--- config.mk ---
export PLATFORM = sky130hd
export DESIGN_NAME = json_token_lexer_unit
export DESIGN_NICKNAME = d
export VERILOG_FILES = /design/src/sv/jtl_pkg.sv /design/src/sv/jtl_front.sv /design/src/sv/jtl_queue.sv /design/src/sv/jtl_back.sv /design/src/sv/json_token_lexer_unit.sv
export SDC_FILE = /design/constraint.sdc
export NUM_CORES = 1
export LEC_CHECK = 0
export BUFFER_PORTS_ARGS = -buffer_cell sky130_fd_sc_hd__buf_2
export CORE_ASPECT_RATIO = 0.6
export CORE_MARGIN = 2
export CORE_UTILIZATION = 40
export CTS_CLUSTER_DIAMETER = 50
export DETAILED_ROUTE_END_ITERATION = 10
export PLACE_DENSITY = 0.57
export SLEW_MARGIN = 10
export SYNTH_ARGS = -nofsm -noshare
export SYNTH_HDL_FRONTEND = slang
export SYNTH_SLANG_ARGS = --single-unit
--- constraint.sdc ---
create_clock -name clk -period 7.7 [get_ports clk]
set_clock_uncertainty 0.05 [all_clocks]
set_input_delay 1.155 -clock clk [delete_from_list [all_inputs] [get_ports clk]]
set_output_delay 1.155 -clock clk [all_outputs]
set_load 0.01 [all_outputs]
--- src/sv/jtl_pkg.sv ---
// Package of the JSON token lexer: token kinds, lexer modes, record types and character codes.
package jtl_pkg;

  localparam int unsigned MAX_TEXT_BYTES_DEF = 65536;

  localparam int unsigned START_W = 16;
  localparam int unsigned LEN_W = 17;
  localparam int unsigned QDEPTH = 4;
  localparam int unsigned QAW = 2;

  typedef enum logic [3:0] {
    KIND_OBRACE   = 4'd0,
    KIND_CBRACE   = 4'd1,
    KIND_OBRACKET = 4'd2,
    KIND_CBRACKET = 4'd3,
    KIND_COMMA    = 4'd4,
    KIND_COLON    = 4'd5,
    KIND_STRING   = 4'd6,
    KIND_NUMBER   = 4'd7,
    KIND_BOOLEAN  = 4'd8,
    KIND_ERROR    = 4'd9
  } tok_kind_t;

  typedef enum logic [1:0] {
    MODE_IDLE    = 2'd0,
    MODE_STRING  = 2'd1,
    MODE_NUMBER  = 2'd2,
    MODE_KEYWORD = 2'd3
  } lex_mode_t;

  typedef struct packed {
    logic [LEN_W-1:0]   len;
    logic [START_W-1:0] start;
    tok_kind_t          kind;
  } tok_t;

  // All tokens caused by one input byte.
  typedef struct packed {
    logic v0;
    logic two;
    tok_t t0;
    tok_t t1;
  } byte_rec_t;

  localparam logic [7:0] CH_LBRACE   = 8'h7B;
  localparam logic [7:0] CH_RBRACE   = 8'h7D;
  localparam logic [7:0] CH_LBRACKET = 8'h5B;
  localparam logic [7:0] CH_RBRACKET = 8'h5D;
  localparam logic [7:0] CH_COMMA    = 8'h2C;
  localparam logic [7:0] CH_COLON    = 8'h3A;
  localparam logic [7:0] CH_QUOTE    = 8'h22;
  localparam logic [7:0] CH_ZERO     = 8'h30;
  localparam logic [7:0] CH_NINE     = 8'h39;
  localparam logic [7:0] CH_T        = 8'h74;
  localparam logic [7:0] CH_R        = 8'h72;
  localparam logic [7:0] CH_U        = 8'h75;
  localparam logic [7:0] CH_E        = 8'h65;
  localparam logic [7:0] CH_F        = 8'h66;
  localparam logic [7:0] CH_A        = 8'h61;
  localparam logic [7:0] CH_L        = 8'h6C;
  localparam logic [7:0] CH_S        = 8'h73;

endpackage

--- src/sv/jtl_front.sv ---
// Front end of the JSON token lexer: accepts bytes and classifies them into token records.
module jtl_front import jtl_pkg::*; #(
  parameter int unsigned MAX_TEXT_BYTES = MAX_TEXT_BYTES_DEF
) (
  input  logic       clk,
  input  logic       rst,
  input  logic       accept,
  input  logic [7:0] text_byte,
  input  logic       end_of_text,
  output logic       push,
  output byte_rec_t  rec
);

  localparam int unsigned PW = $clog2(MAX_TEXT_BYTES + 1);
  localparam logic [PW-1:0] MAX_POS = PW'(MAX_TEXT_BYTES);

  lex_mode_t          mode, mode_next;
  logic [PW-1:0]      byte_position, byte_position_next;
  logic [START_W-1:0] pending_start, pending_start_next;
  logic [LEN_W-1:0]   pending_length, pending_length_next;
  logic [2:0]         keyword_index, keyword_index_next;
  logic               keyword_is_false, keyword_is_false_next;

  function automatic logic [7:0] kw_char(input logic is_false, input logic [2:0] idx);
    logic [7:0] ch;
    ch = 8'h00;
    unique case ({is_false, idx})
      4'b0000: ch = CH_T;
      4'b0001: ch = CH_R;
      4'b0010: ch = CH_U;
      4'b0011: ch = CH_E;
      4'b1000: ch = CH_F;
      4'b1001: ch = CH_A;
      4'b1010: ch = CH_L;
      4'b1011: ch = CH_S;
      4'b1100: ch = CH_E;
      default: ch = 8'h00;
    endcase
    return ch;
  endfunction

  function automatic byte_rec_t add_tok(input byte_rec_t r, input tok_kind_t kind,
                                        input logic [START_W-1:0] start,
                                        input logic [LEN_W-1:0] len);
    byte_rec_t o;
    o = r;
    if (!r.v0) begin
      o.v0 = 1'b1;
      o.t0 = '{len: len, start: start, kind: kind};
    end else if (!r.two) begin
      o.two = 1'b1;
      o.t1 = '{len: len, start: start, kind: kind};
    end
    return o;
  endfunction

  always_ff @(posedge clk) begin
    if (rst) begin
      mode             <= MODE_IDLE;
      byte_position    <= '0;
      pending_start    <= '0;
      pending_length   <= '0;
      keyword_index    <= '0;
      keyword_is_false <= 1'b0;
    end else begin
      mode             <= mode_next;
      byte_position    <= byte_position_next;
      pending_start    <= pending_start_next;
      pending_length   <= pending_length_next;
      keyword_index    <= keyword_index_next;
      keyword_is_false <= keyword_is_false_next;
    end
  end

  always_comb begin
    logic               in_range;
    logic               do_idle;
    logic               is_digit;
    logic               kw_match;
    logic [2:0]         target;
    logic [START_W-1:0] pos16;
    byte_rec_t          r;

    mode_next             = mode;
    byte_position_next    = byte_position;
    pending_start_next    = pending_start;
    pending_length_next   = pending_length;
    keyword_index_next    = keyword_index;
    keyword_is_false_next = keyword_is_false;
    r                     = '0;
    do_idle               = 1'b0;
    in_range              = byte_position < MAX_POS;
    is_digit              = (text_byte >= CH_ZERO) && (text_byte <= CH_NINE);
    pos16                 = START_W'(byte_position);
    target                = keyword_is_false ? 3'd5 : 3'd4;
    kw_match              = (keyword_index < target) &&
                            (text_byte == kw_char(keyword_is_false, keyword_index));

    if (accept) begin
      if (in_range) begin
        byte_position_next = byte_position + 1'b1;
        unique case (mode)
          MODE_STRING: begin
            pending_length_next = pending_length + 1'b1;
            if (text_byte == CH_QUOTE) begin
              r = add_tok(r, KIND_STRING, pending_start, pending_length_next);
              mode_next = MODE_IDLE;
            end
          end
          MODE_NUMBER: begin
            if (is_digit) begin
              pending_length_next = pending_length + 1'b1;
            end else begin
              r = add_tok(r, KIND_NUMBER, pending_start, pending_length);
              mode_next = MODE_IDLE;
              do_idle = 1'b1;
            end
          end
          MODE_KEYWORD: begin
            if (kw_match) begin
              keyword_index_next  = keyword_index + 3'd1;
              pending_length_next = pending_length + 1'b1;
              if (keyword_index_next == target) begin
                r = add_tok(r, KIND_BOOLEAN, pending_start, pending_length_next);
                mode_next = MODE_IDLE;
              end
            end else begin
              r = add_tok(r, KIND_ERROR, pending_start, pending_length);
              mode_next = MODE_IDLE;
              do_idle = 1'b1;
            end
          end
          default: begin
            do_idle = 1'b1;
          end
        endcase

        if (mode_next == MODE_IDLE) begin
          pending_start_next    = '0;
          pending_length_next   = '0;
          keyword_index_next    = '0;
          keyword_is_false_next = 1'b0;
        end

        if (do_idle) begin
          unique case (text_byte)
            CH_LBRACE:   r = add_tok(r, KIND_OBRACE, pos16, LEN_W'(1));
            CH_RBRACE:   r = add_tok(r, KIND_CBRACE, pos16, LEN_W'(1));
            CH_LBRACKET: r = add_tok(r, KIND_OBRACKET, pos16, LEN_W'(1));
            CH_RBRACKET: r = add_tok(r, KIND_CBRACKET, pos16, LEN_W'(1));
            CH_COMMA:    r = add_tok(r, KIND_COMMA, pos16, LEN_W'(1));
            CH_COLON:    r = add_tok(r, KIND_COLON, pos16, LEN_W'(1));
            CH_QUOTE: begin
              mode_next           = MODE_STRING;
              pending_start_next  = pos16;
              pending_length_next = LEN_W'(1);
            end
            CH_T, CH_F: begin
              mode_next             = MODE_KEYWORD;
              pending_start_next    = pos16;
              pending_length_next   = LEN_W'(1);
              keyword_index_next    = 3'd1;
              keyword_is_false_next = (text_byte == CH_F);
            end
            default: begin
              if (is_digit) begin
                mode_next           = MODE_NUMBER;
                pending_start_next  = pos16;
                pending_length_next = LEN_W'(1);
              end
            end
          endcase
        end
      end

      if (end_of_text) begin
        if (mode_next == MODE_STRING || mode_next == MODE_KEYWORD) begin
          r = add_tok(r, KIND_ERROR, pending_start_next, pending_length_next);
        end else if (mode_next == MODE_NUMBER) begin
          r = add_tok(r, KIND_NUMBER, pending_start_next, pending_length_next);
        end
        mode_next             = MODE_IDLE;
        byte_position_next    = '0;
        pending_start_next    = '0;
        pending_length_next   = '0;
        keyword_index_next    = '0;
        keyword_is_false_next = 1'b0;
      end
    end

    rec  = r;
    push = accept && r.v0;
  end

endmodule

--- src/sv/jtl_queue.sv ---
// Short queue of per-byte token records between the front and back ends.
module jtl_queue import jtl_pkg::*; (
  input  logic      clk,
  input  logic      rst,
  input  logic      push,
  input  byte_rec_t push_rec,
  input  logic      pop,
  output logic      full,
  output logic      nonempty,
  output byte_rec_t head
);

  byte_rec_t      entries [QDEPTH];
  logic [QAW-1:0] wr_ptr;
  logic [QAW-1:0] rd_ptr;
  logic [QAW:0]   count;

  always_ff @(posedge clk) begin
    if (push) begin
      entries[wr_ptr] <= push_rec;
    end
  end

  always_ff @(posedge clk) begin
    if (rst) begin
      wr_ptr <= '0;
      rd_ptr <= '0;
      count  <= '0;
    end else begin
      if (push) begin
        wr_ptr <= wr_ptr + 1'b1;
      end
      if (pop) begin
        rd_ptr <= rd_ptr + 1'b1;
      end
      unique case ({push, pop})
        2'b10:   count <= count + 1'b1;
        2'b01:   count <= count - 1'b1;
        default: count <= count;
      endcase
    end
  end

  assign full     = (count == (QAW+1)'(QDEPTH));
  assign nonempty = (count != '0);
  assign head     = entries[rd_ptr];

endmodule

--- src/sv/jtl_back.sv ---
// Back end of the JSON token lexer: splits byte records into single tokens on the output register.
module jtl_back import jtl_pkg::*; (
  input  logic        clk,
  input  logic        rst,
  input  logic        nonempty,
  input  byte_rec_t   head,
  output logic        pop,
  output logic        m_tvalid,
  input  logic        m_tready,
  output logic [39:0] m_tdata,
  output logic        m_tlast
);

  logic second;
  logic load;
  tok_t out_tok;

  assign load = nonempty && (!m_tvalid || m_tready);
  assign pop  = load && (second || !head.two);

  always_ff @(posedge clk) begin
    if (rst) begin
      m_tvalid <= 1'b0;
      second   <= 1'b0;
    end else begin
      if (load) begin
        m_tvalid <= 1'b1;
        second   <= !second && head.two;
      end else if (m_tready) begin
        m_tvalid <= 1'b0;
      end
    end
  end

  always_ff @(posedge clk) begin
    if (load) begin
      out_tok <= second ? head.t1 : head.t0;
      m_tlast <= second || !head.two;
    end
  end

  assign m_tdata = {3'b000, out_tok};

endmodule

--- src/sv/json_token_lexer_unit.sv ---
// Top level of the JSON token lexer: front end, record queue and back end.
//
//   Channel | Direction | tdata                                  | tlast            | tuser
//   s_*     | in        | [7:0] text_byte                        | end_of_text      | none
//   m_*     | out       | [3:0] kind, [19:4] start, [36:20] len  | result_last      | none
//
// One byte is accepted every cycle while the four-entry record queue has room.
// The back end delivers one token per cycle while m_tready is high, so a byte that causes
// two tokens is delivered as two output tokens in turn; the queue absorbs such bursts.
// Reset clears the lexer state, the byte offset, the queue and the output register.
// Output stalls fill the queue and then hold s_tready low until an entry drains.
module json_token_lexer_unit import jtl_pkg::*; #(
  parameter int unsigned MAX_TEXT_BYTES = MAX_TEXT_BYTES_DEF
) (
  input  logic        clk,
  input  logic        rst,
  input  logic        s_tvalid,
  output logic        s_tready,
  input  logic [7:0]  s_tdata,  // [7:0] text_byte
  input  logic        s_tlast,
  output logic        m_tvalid,
  input  logic        m_tready,
  output logic [39:0] m_tdata,  // [3:0] token_kind, [19:4] token_start, [36:20] token_length
  output logic        m_tlast
);

  logic      accept;
  logic      push;
  logic      pop;
  logic      full;
  logic      nonempty;
  byte_rec_t push_rec;
  byte_rec_t head;

  assign s_tready = !full;
  assign accept   = s_tvalid && s_tready;

  jtl_front #(
    .MAX_TEXT_BYTES(MAX_TEXT_BYTES)
  ) u_front (
    .clk         (clk),
    .rst         (rst),
    .accept      (accept),
    .text_byte   (s_tdata),
    .end_of_text (s_tlast),
    .push        (push),
    .rec         (push_rec)
  );

  jtl_queue u_queue (
    .clk      (clk),
    .rst      (rst),
    .push     (push),
    .push_rec (push_rec),
    .pop      (pop),
    .full     (full),
    .nonempty (nonempty),
    .head     (head)
  );

  jtl_back u_back (
    .clk      (clk),
    .rst      (rst),
    .nonempty (nonempty),
    .head     (head),
    .pop      (pop),
    .m_tvalid (m_tvalid),
    .m_tready (m_tready),
    .m_tdata  (m_tdata),
    .m_tlast  (m_tlast)
  );

endmodule

==> results.md <==
- Status: finished clean
- Achievable frequency: between 150 and 200 MHz
- Root Buffer: clkbuf_16
- Synth Area in Compound Gates: a little over a tenth
- Resized Gates After CTS: 0
- Class of the most critical hold timing path: flop to flop
- Min-delay src: u_front.pending_start[2]$_SDFFE_PP0P_
- Reg-to-reg setup timing slack: 2.56 ns
- Die Width: 280.3 um
- FILL cells: approximately 4000
- Clk slew on worst S/H paths: 0.06 ns
- Starting Density: between 40 and 50%
- Wirelength, routed: roughly 45000 um
- Met3 routed WL: between 3000 and 4000 um
- Worst Setup Start Kind: input pin
- Synth Flop Type: edfxtp_1
- Iter 0 DRT Violations: roughly 1300
- Post-synthesis mux area share: 9.392%
- Die height: ~170 um
- Most instantiated library cell after synthesis: edfxtp_1
- # Post-CTS Setup Buffers: 0
- Layout cell share with drive strength beyond 1: ~16%
- Post-synth top area cell: edfxtp_1
- Via density: 5.607
- M1 WL: 21040 um
- Crit path capture type: flop
- Post-synth top cells: edfxtp_1, nand2_1, a21oi_1
- CTS tree: built
- Vias in the first global route: between 10000 and 15000
- Area of the multi-input gates: about 0.0065 sq mm
- H-tree lvl count: 2
- Diode count: 0
- Critical path type: input pin to flop
- Largest net degree at the start of global routing: around 60
- Critical path fanouts, max: 18
- DIE AREA: 0.04758 sq mm
- Peak supply drop: between 0.00015 and 0.0002 V
- Adder-Cell Fraction of Synth Area: around 1.1%
- Synthesized flop and latch total: 411
- Number of max-cap violations: 0
- Post-Syn Area per Cell: between 10 and 15 sq um
- Hpwl dp: 28160 um
- Gp weighted congestion: slightly below 0.9
- CTS sink cnt: between 400 and 500
- Hold Crit Depth: 2
- Routed len/inst: 21.13 um
- FF+latch area: 0.01162 sq mm
- Slew headroom: a little over a fifth
- Top layer in use: met4
- RSZ-0062 raised after global routing: false
- Synth Instances: roughly 1400
- Final Power: ~4.4 mW
- Row count: 60
- Antenna violations before repair: 0
- Power density over the cells: roughly 210 mW/mm^2
- Hold Fails Final Rpt: 0
- Simple-Gate Fraction of Synth Area: a little under an eighth
- Via count: 11837
- Synth-to-Final Area Change: 12.49%
- Antenna viol nets, final: 0
- Tcrit/Tclk final: between 60% and 70%
- Worst EP arrival: roughly 5.6 ns
- Setup TNS: 0 ns
- CORE AREA: between 0.04 and 0.05 sq mm
- First-pass GRT wire length: approximately 70000 um
- GRT overflow: 0
- Fin. max-slew vios: 0
- Synth async-reset ratio: 0%
- Leak: 6.761 nW
- Seq/Total Area, Yosys: roughly 63%
- Worst-Margin Slew: ~1.2 ns
- R2R Path Start: u_front.mode[0]$_SDFFE_PP0P_
- Clk buf depth: 3
- Pre-Repair DR Iteration Count: 5
- Main combinational cell family by area after synthesis: simple AND/OR/NAND/NOR gates
- All-Layer GR Usage: 18.98%
- Worst EP required: 8.13 ns
- DR DRC count: 0
- Fin nets: between 1500 and 2000
- Clock latency on the worst-skew pair: between 0.5 and 0.6 ns
- Port bufs: 52
- Post-Syn Area: around 0.018 sq mm
- Synth unique cells: between 80 and 90
- Yosys warning total: 0
- Final setup fails: 0
- CTS buffer count: 41
- Xor-xnor portion of the synthesized cell area: roughly 1.4%
- Post-synth EDFFs: 338
- Hold buffers post-CTS: 0
- Hold Path Sink: u_front.pending_start[2]$_SDFFE_PP0P_
- Met2 WL post-DR: about 20000 um
- Fin crit period: 5.200 ns
- # IOs: 56
- FF-to-FF End: u_queue.entries[1][11]$_DFFE_PP_
- R2R cell count: 8
- Yosys top cell area share: 55.41%
- Largest cells by area after synthesis: edfxtp_1, mux4_2, dfxtp_1, nand2_1, a21oi_1
-- power breakdown --
part	internal (mW)	switching [mW]	total, mW
Combinational	0.0390	0.0895	0.129
Clock	1.02	0.856	1.88
Sequential	2.40	0.00752	2.41
-- flip-flops by register name, summed over array words and instances (netlist names), named ones only --
name,flops
u_front.keyword_is_false,1
u_front.pending_length,17
u_queue.rd_ptr,2
u_front.mode,2
u_queue.count,3
u_front.pending_start,16
u_front.byte_position,17
u_back.m_tdata,37
u_front.keyword_index,3
u_back.m_tvalid,1
u_back.second,1
u_queue.entries,300
u_queue.wr_ptr,2
u_back.m_tlast,1
-- critical path, stage by stage --
cell and delay (ns):
buf_2 0.19, and4bb_2 0.26, and2_1 0.46, clkinv_1 0.46
a21oi_1 0.54, o22ai_2 0.45, a21oi_1 0.47, o22ai_1 0.28
inv_1 0.14, ha_1 0.19, inv_1 0.06, fa_1 0.37
xor2_1 0.15, or3_1 0.31, a21oi_1 0.14
-- placed cells by master, fill, tap and decap left out, types with 7 or more instances in the layout --
| cell type | n |
|---|---|
| edfxtp_1 | 338 |
| nand2_1 | 201 |
| a21oi_1 | 95 |
| nor2_1 | 77 |
| mux4_2 | 75 |
| dfxtp_1 | 71 |
| conb_1 | 67 |
| o21ai_0 | 60 |
| buf_2 | 52 |
| clkbuf_16 | 42 |
| o22ai_1 | 40 |
| a22oi_1 | 30 |
| nand3_1 | 25 |
| nor3_1 | 23 |
| inv_1 | 22 |
| nand2b_1 | 22 |
| and2_1 | 22 |
| xor2_1 | 20 |
| buf_4 | 18 |
| a31oi_1 | 14 |
| ha_1 | 14 |
| clkinv_2 | 13 |
| nand4_1 | 12 |
| or3_1 | 9 |
| xnor2_1 | 8 |
| nand3b_1 | 8 |
| clkbuf_1 | 8 |
| and3_1 | 7 |
| clkinv_1 | 7 |
-- cell type report --
| cell class | count | share of cell area, % |
|---|---|---|
| clock buffers | 51 | 5.313 |
| flip-flops and latches | 411 | 56.38 |
| inverters | 25 | 0.4554 |
| repair buffers | 71 | 2.016 |
| well taps | 589 | 3.576 |
| clock inverters | 23 | 0.6983 |
| multi-input cells | 941 | 31.56 |
-- per-stage QoR --
step	setup slack, ns	utilization [%]	hold WS, ns	cells	area [sq um]
after CTS	2.489	45.82	0.4217	2111	20610
after detailed placement	1.921	43.07	0.4121	2037	19370
after floorplan	2.234	-	0.3958	1469	18570
final	2.500	45.82	0.4229	2111	20610
after global placement	2.082	43.07	0.4034	2037	19370
after global routing	2.092	45.82	0.4501	2111	20610
-- cells by family after synthesis --
group,Yosys count
AOI/OAI and AO/OA,307
xor gates and xnor gates,29
adders and majority gates,15
buffers and inverters,117
DFF,411
muxes,78
other,1
and+or+nand+nor,445
-- worst max-delay path by stage --
stage | start | end | slack, ns | cells past startpoint
detailed placement | s_tdata[0] | u_queue.entries[1][10]$_DFFE_PP_ | 1.92 | 9
global route | s_tdata[0] | u_queue.entries[1][11]$_DFFE_PP_ | 2.09 | 9
global placement | s_tdata[0] | u_queue.entries[1][10]$_DFFE_PP_ | 2.08 | 9
finish | s_tdata[4] | u_queue.count[2]$_SDFFE_PP0P_ | 2.50 | 15
CTS | s_tdata[0] | u_queue.entries[1][11]$_DFFE_PP_ | 2.49 | 9
floorplan | s_tdata[2] | u_queue.entries[0][0]$_DFFE_PP_ | 2.23 | 11
-- metal layers --
layer / global-route usage [%] / vias to the layer above
li1: - / 5452
met1: 28.58 / 5904
met3: 3.662 / 57
met2: 28.43 / 424
met5: 0 / -
met4: 4.208 / 0
(Power assumes the default switching activity.)
